`src/rtl/csl_pkg.sv`:
```
`timescale 1ns / 1ps
// Shared types, codes and constants for the caseless substring line finder.
// No dependencies.
package csl_pkg;

  // Character handling
  localparam logic [7:0] CHAR_UPPER_A = 8'h41;
  localparam logic [7:0] CHAR_UPPER_Z = 8'h5A;
  localparam logic [7:0] CASE_OFFSET  = 8'h20;
  localparam logic [7:0] CHAR_NEWLINE = 8'h0A;

  // Pattern register file: four 64-bit words of eight bytes each
  localparam int PAT_REG_COUNT = 4;
  localparam int CFG_DATA_W    = 64;
  localparam int PAT_BYTES     = 32;
  localparam int PAT_BITS      = PAT_REG_COUNT * CFG_DATA_W;
  localparam int PAT_LEN_W     = 6;
  localparam int CFG_IDX_W     = 3;

  // Fixed widths of the result fields
  localparam int OFFSET_OUT_W = 32;
  localparam int LINE_OUT_W   = 24;

  // Result queue
  localparam int OUT_FIFO_DEPTH = 4;
  localparam int OUT_FIFO_AW    = 2;
  localparam int OUT_FIFO_CW    = 3;

  // Configuration register indexes
  typedef enum logic [CFG_IDX_W-1:0] {
    CFG_PAT_LOW    = 3'd0,
    CFG_PAT_SECOND = 3'd1,
    CFG_PAT_THIRD  = 3'd2,
    CFG_PAT_HIGH   = 3'd3,
    CFG_PAT_LEN    = 3'd4,
    CFG_WIDE_EN    = 3'd5
  } cfg_idx_t;

  // Report kinds
  typedef enum logic [1:0] {
    KIND_BYTE    = 2'd0,
    KIND_WIDE    = 2'd1,
    KIND_SUMMARY = 2'd2
  } kind_t;

  // One result beat
  typedef struct packed {
    kind_t                   kind;
    logic [OFFSET_OUT_W-1:0] offset;
    logic [LINE_OUT_W-1:0]   line;
    logic                    had_match;
    logic                    last;
  } report_t;

  // Window compare outcome
  typedef struct packed {
    logic byte_eq;
    logic wide_eq;
  } match_t;

  // Lower-case fold: only 'A'..'Z' move
  function automatic logic [7:0] fold_byte(input logic [7:0] b);
    if (b >= CHAR_UPPER_A && b <= CHAR_UPPER_Z) begin
      return b + CASE_OFFSET;
    end
    return b;
  endfunction

endpackage

```
`src/rtl/csl_out_fifo.sv`:
```
`timescale 1ns / 1ps
// Small result queue: takes up to two report beats per cycle, hands out one.
// Depends on csl_pkg.
module csl_out_fifo import csl_pkg::*; (
  input  logic                   clk,
  input  logic                   rst_n,
  input  logic [1:0]             push_cnt,
  input  report_t                push_first,
  input  report_t                push_second,
  output logic [OUT_FIFO_CW-1:0] level,
  output logic                   out_valid,
  input  logic                   out_stall,
  output report_t                out_data
);

  report_t entry_r [OUT_FIFO_DEPTH];
  logic [OUT_FIFO_AW-1:0] wr_ptr_r, wr_ptr_nxt;
  logic [OUT_FIFO_AW-1:0] rd_ptr_r, rd_ptr_nxt;
  logic [OUT_FIFO_CW-1:0] count_r, count_nxt;
  logic                   pop;

  assign out_valid = (count_r != '0);
  assign out_data  = entry_r[rd_ptr_r];
  assign level     = count_r;
  assign pop       = out_valid && !out_stall;

  // Pointer and fill bookkeeping
  always_comb begin
    wr_ptr_nxt = wr_ptr_r + OUT_FIFO_AW'(push_cnt);
    rd_ptr_nxt = rd_ptr_r + OUT_FIFO_AW'(pop);
    count_nxt  = count_r + OUT_FIFO_CW'(push_cnt) - OUT_FIFO_CW'(pop);
  end

  always_ff @(posedge clk) begin
    if (!rst_n) begin
      wr_ptr_r <= '0;
      rd_ptr_r <= '0;
      count_r  <= '0;
    end else begin
      wr_ptr_r <= wr_ptr_nxt;
      rd_ptr_r <= rd_ptr_nxt;
      count_r  <= count_nxt;
    end
  end

  // Entry storage, first beat at the write pointer, second one after it
  always_ff @(posedge clk) begin
    if (push_cnt != 2'd0) begin
      entry_r[wr_ptr_r] <= push_first;
    end
    if (push_cnt == 2'd2) begin
      entry_r[wr_ptr_r + OUT_FIFO_AW'(1)] <= push_second;
    end
  end

endmodule

```
`config.mk`:
```
export PLATFORM = sky130hd
export DESIGN_NAME = csl_out_fifo
export DESIGN_NICKNAME = d
export VERILOG_FILES = /design/src/rtl/csl_pkg.sv /design/src/rtl/csl_out_fifo.sv
export SDC_FILE = /design/constraint.sdc
export NUM_CORES = 1
export LEC_CHECK = 0
export BUFFER_PORTS_ARGS = -buffer_cell sky130_fd_sc_hd__buf_2
export CAP_MARGIN = 20
export CELL_PAD_IN_SITES_DETAIL_PLACEMENT = 0
export CELL_PAD_IN_SITES_GLOBAL_PLACEMENT = 1
export CORE_MARGIN = 3
export CORE_UTILIZATION = 49
export DETAILED_ROUTE_END_ITERATION = 10
export PLACE_DENSITY = 0.8
export SLEW_MARGIN = 10
export SYNTH_ARGS = -nofsm -noshare
export SYNTH_HDL_FRONTEND = slang
export SYNTH_SLANG_ARGS = --single-unit
```
`constraint.sdc`:
```
create_clock -name clk -period 6.7 [get_ports clk]
set_clock_uncertainty 0.15 [all_clocks]
set_input_delay 1.005 -clock clk [delete_from_list [all_inputs] [get_ports clk]]
set_output_delay 1.005 -clock clk [all_outputs]
set_load 0.02 [all_outputs]
```
-- Yosys cells after proc, flatten, opt, wreduce, memory -nomap -nowiden
Memory sizes are Yosys's and may differ from the RTL's. A register that Yosys moved wholly into a read port is not among the register bits.
Cells that the tools add are included.
- flip-flop bits (word level): 7
- bits in writable memories: 240
- input bits: 125
- output and inout bits: 64
- word-level logic and storage cells: 19
- memories kept: 1
- $add $sub $neg: 5
- equal/unequal tests: 1
- muxes and demuxes: 5
- reduce and logical (&&, ||, !) cells: 4
- memories (memory ; depth ; bits a word ; read ports ; clocked after memory_dff ; wr ports ; RTL line ; text):
    entry_r ; 4 ; 60 ; 1 ; 1 ; 2 ; csl_out_fifo.sv:16 ; report_t entry_r [OUT_FIFO_DEPTH];
- operators with widths (cell ; number):
    $mux W1 ; 4
    $add A3 B2 Y3 ; 1
    $reduce_bool A3 Y1 ; 1
    $sub A3 B1 Y3 ; 1
    $add A2 B1 Y2 ; 1
    $add A2 B1 Y2 const B ; 1
    $add A2 B2 Y2 ; 1
    $eq A2 B2 Y1 const B ; 1
    $mux W2 ; 1
    $reduce_bool A2 Y1 ; 1
    $logic_and A1 B1 Y1 ; 1
    $logic_not A1 Y1 ; 1

-- Depth between registers and ports, before layout
- word-level depth: 4
- depth in mapped cells: 8
- gate-level depth less buffers: 8

-- Worst setup path after synthesis
Ideal clock, no wire load.
- kind: input -> register
- start: input push_cnt[1]
- end: memory entry_r[0][0] (netlist name) (enable)
- library setup time: 567 ps
- data arrival time: 5489 ps
- data required time: 5983 ps
- setup slack: 494 ps
- cell stages on the path: 2
- buffers on the path: 0
- path through: nor2_1 -> o31ai_1
- RTL lines (element ; RTL line ; text):
    start: declaration ; csl_out_fifo.sv:7 ; input logic [1:0] push_cnt,
    end: declaration ; csl_out_fifo.sv:16 ;

==> out/results.ini <==
[placed_design]
routabilityCongestion=0.791
place_area_mm2=0.0134
portBuffers=188
dp_hpwl_mm=16.7

[floorplan]
die_h_um=164
core_mm2=0.0244
row_count=57
ios=189
start_util=0.499
die_w_um=164
dieArea_mm2=0.0268

[status]
status=complete, no violations

[clocking]
cts_tree=yes
cts_num_sinks=247
htreeDepth=1
clockBufferDepth=3
cts_buffers=26
cts.repair.resized=0
clk-insertion-delay-late_ns=0.53
cts_root_buffer=clkbuf_16
cts.clk_slew.worst_paths_ns=0.06
cts_hold_buf=0
cts_setup_buffers=0

[worst_setup_path]
ff2ff_setup_slack_ns=3.92
r2r_cells=3
crit_arrival_ns=2.82
r2r_start=wr_ptr_r[0]
critical_path_class=register to output port
cp_max_fo=41
critPathSlowestCell=dfxtp_4
cp.required_ns=5.54
rr_endpoint=entry_r[1][16]
max_stage_delay_ns=0.93
path_cells=buf_4, mux4_2, buf_2
start_kind=register
endpoint_kind=output port

[power]
power_uw=4340
powerDensity_mw_per_mm2=305
p_leak_uw=0.00505
ir_drop_mv=0.207

[drt]
viasPerCell=5.70
drc=0
wl_per_cell_um=23.5
wl_mm=27.3
drt-initial-drc-count=491
vias=6595
firstDrtPassIters=4
ant_nets=0

[global_route]
grt_overflow=0
grt_pass1_wl_mm=41.2
grt_max_degree=63
antenna_found_initial=2
grt.total_usage=0.203
grt_pass1_vias=7341

[synth]
synthesis.area_mm2=0.0122
netlist_instances=629
ys.warnings.count=0
synth_cell_types=31
ys_top_cells_by_area=edfxtp_1 (59%), mux2_2 (16%), mux4_2 (11%)
avgSynthCellArea_um2=19.4
yosysSeqAreaShare=0.603
synth_nets=758
yosys.area.top_type_share=0.592
ys_ff_latch=247
synth_top_area_cell=edfxtp_1

[layout]
syn2layout_area_growth_pct=16.8
multi_input_area_mm2=0.00457
nets=942
fillers=1909
final_cell_area_mm2=0.0142
regArea_mm2=0.00735
drive_gt1_frac=0.635
final_util=0.583

[sta]
drv_slew=0
fin_crit_ns=3.98
rsz0062_at_grt=false
slew_headroom=0.329
hold_slack_ns=0.519
setup_tns_ns=0
hold_viol=0
finalSetupViolCount=0
worst_pin_slew_ns=1.01
fin_crit_sh=0.593
fmax_mhz=252

[min_path]
hp-class=register to register
hold_end=level[2]
min_from=level[2]
worstHoldPathCells=2

[job]
max-cap-violations=0

-- cells in the final DEF (no fill, tap or decap), drive strengths merged, types with 2 or more instances in the layout --
cell type / n
o21ai: 2
or3: 3
clkinv: 7
nor2b: 2
edfxtp: 240
mux4: 60
and3b: 2
dfxtp: 7
and2: 5
buf: 198
mux2: 240
ha: 3
nand2: 2
xnor2: 4
a21boi: 2
inv: 4
clkbuf: 40
nor2: 3
-- stage by stage --
stage | std cells | setup slack [ns]
final | 1158 | 2.72
after global routing | 1158 | 2.48
after CTS | 1157 | 2.60
after detailed placement | 1109 | 3.13
after global placement | 1107 | 3.11
after floorplan | 629 | 0.494
-- critical path: cells and delay by family (launching register included) --
family / cells / cell delay (ns)
buffers and inverters: 2 / 0.72
flip-flops: 1 / 0.93
multiplexers: 1 / 0.60
-- metal layers --
metal / up-vias / wire length [µm] / global-route usage
met2: 185 / 14500 / 0.367
met1: 3425 / 10600 / 0.249
met3: 38 / 1610 / 0.0385
met5: - / 7 / 0
li1: 2945 / - / -
met4: 2 / 487 / 0.0538
-- worst max path at each step --
stage	endpoint	from	slack [ns]
4_1_cts	out_data[53]	rd_ptr_r[0]	2.60
3_5_place_dp	entry_r[3][8]	push_cnt[1]	3.13
5_1_grt	out_data[53]	rd_ptr_r[0]	2.48
2_1_floorplan	entry_r[0][0]	push_cnt[1]	0.49
3_3_place_gp	entry_r[0][11]	push_cnt[1]	3.11
6_report	out_data[53]	rd_ptr_r[0]	2.72
-- flip-flops by register name (all words and copies together), names as in the netlist --
| name | cells |
|---|---|
| entry_r | 240 |
| level | 3 |
| rd_ptr_r | 2 |
| wr_ptr_r | 2 |
-- cell type report --
type	instances	share of cell area
diodes	1	0.000176
clock buffers	40	0.0544
clock inverters	8	0.00448
inverters	4	0.00106
multi-input cells	336	0.321
flip-flops and latches	247	0.517
well taps	324	0.0285
repair buffers	198	0.0731
-- cell families after synthesis --
group,Yosys count,share of synthesized area
AND/OR/NAND/NOR,21,0.0114
multiplexers,300,0.348
flip-flops,247,0.603
buffers and inverters,46,0.0260
adder cells (fa/ha/maj),4,0.00473
AO/OA/AOI/OAI,7,0.00370
XOR/XNOR,4,0.00288
-- where the power goes --
part           switching (µW)  total (µW)  internal [µW]
Sequential                111        2000           1890
Clock                     573        1400            831
Combinational             497         937            440
Total                    1180        4340           3160
-- Yosys cell counts (all sizes together) --
cell,number
edfxtp,240
nand2,2
nor2b,2
mux2,240
and3b,2
ha,3
clkbuf,6
nor2,3
nand2b,1
xnor2,4
inv,4
a21boi,2
nor4,1
nor3,1
mux4,60
and2,5
buf,36
a21oi,1
o31ai,1
a21o,1
dfxtp,7
fa,1
or3,3
o21ai,2
nand3,1
Note: power is estimated with default switching activity, not from simulation.
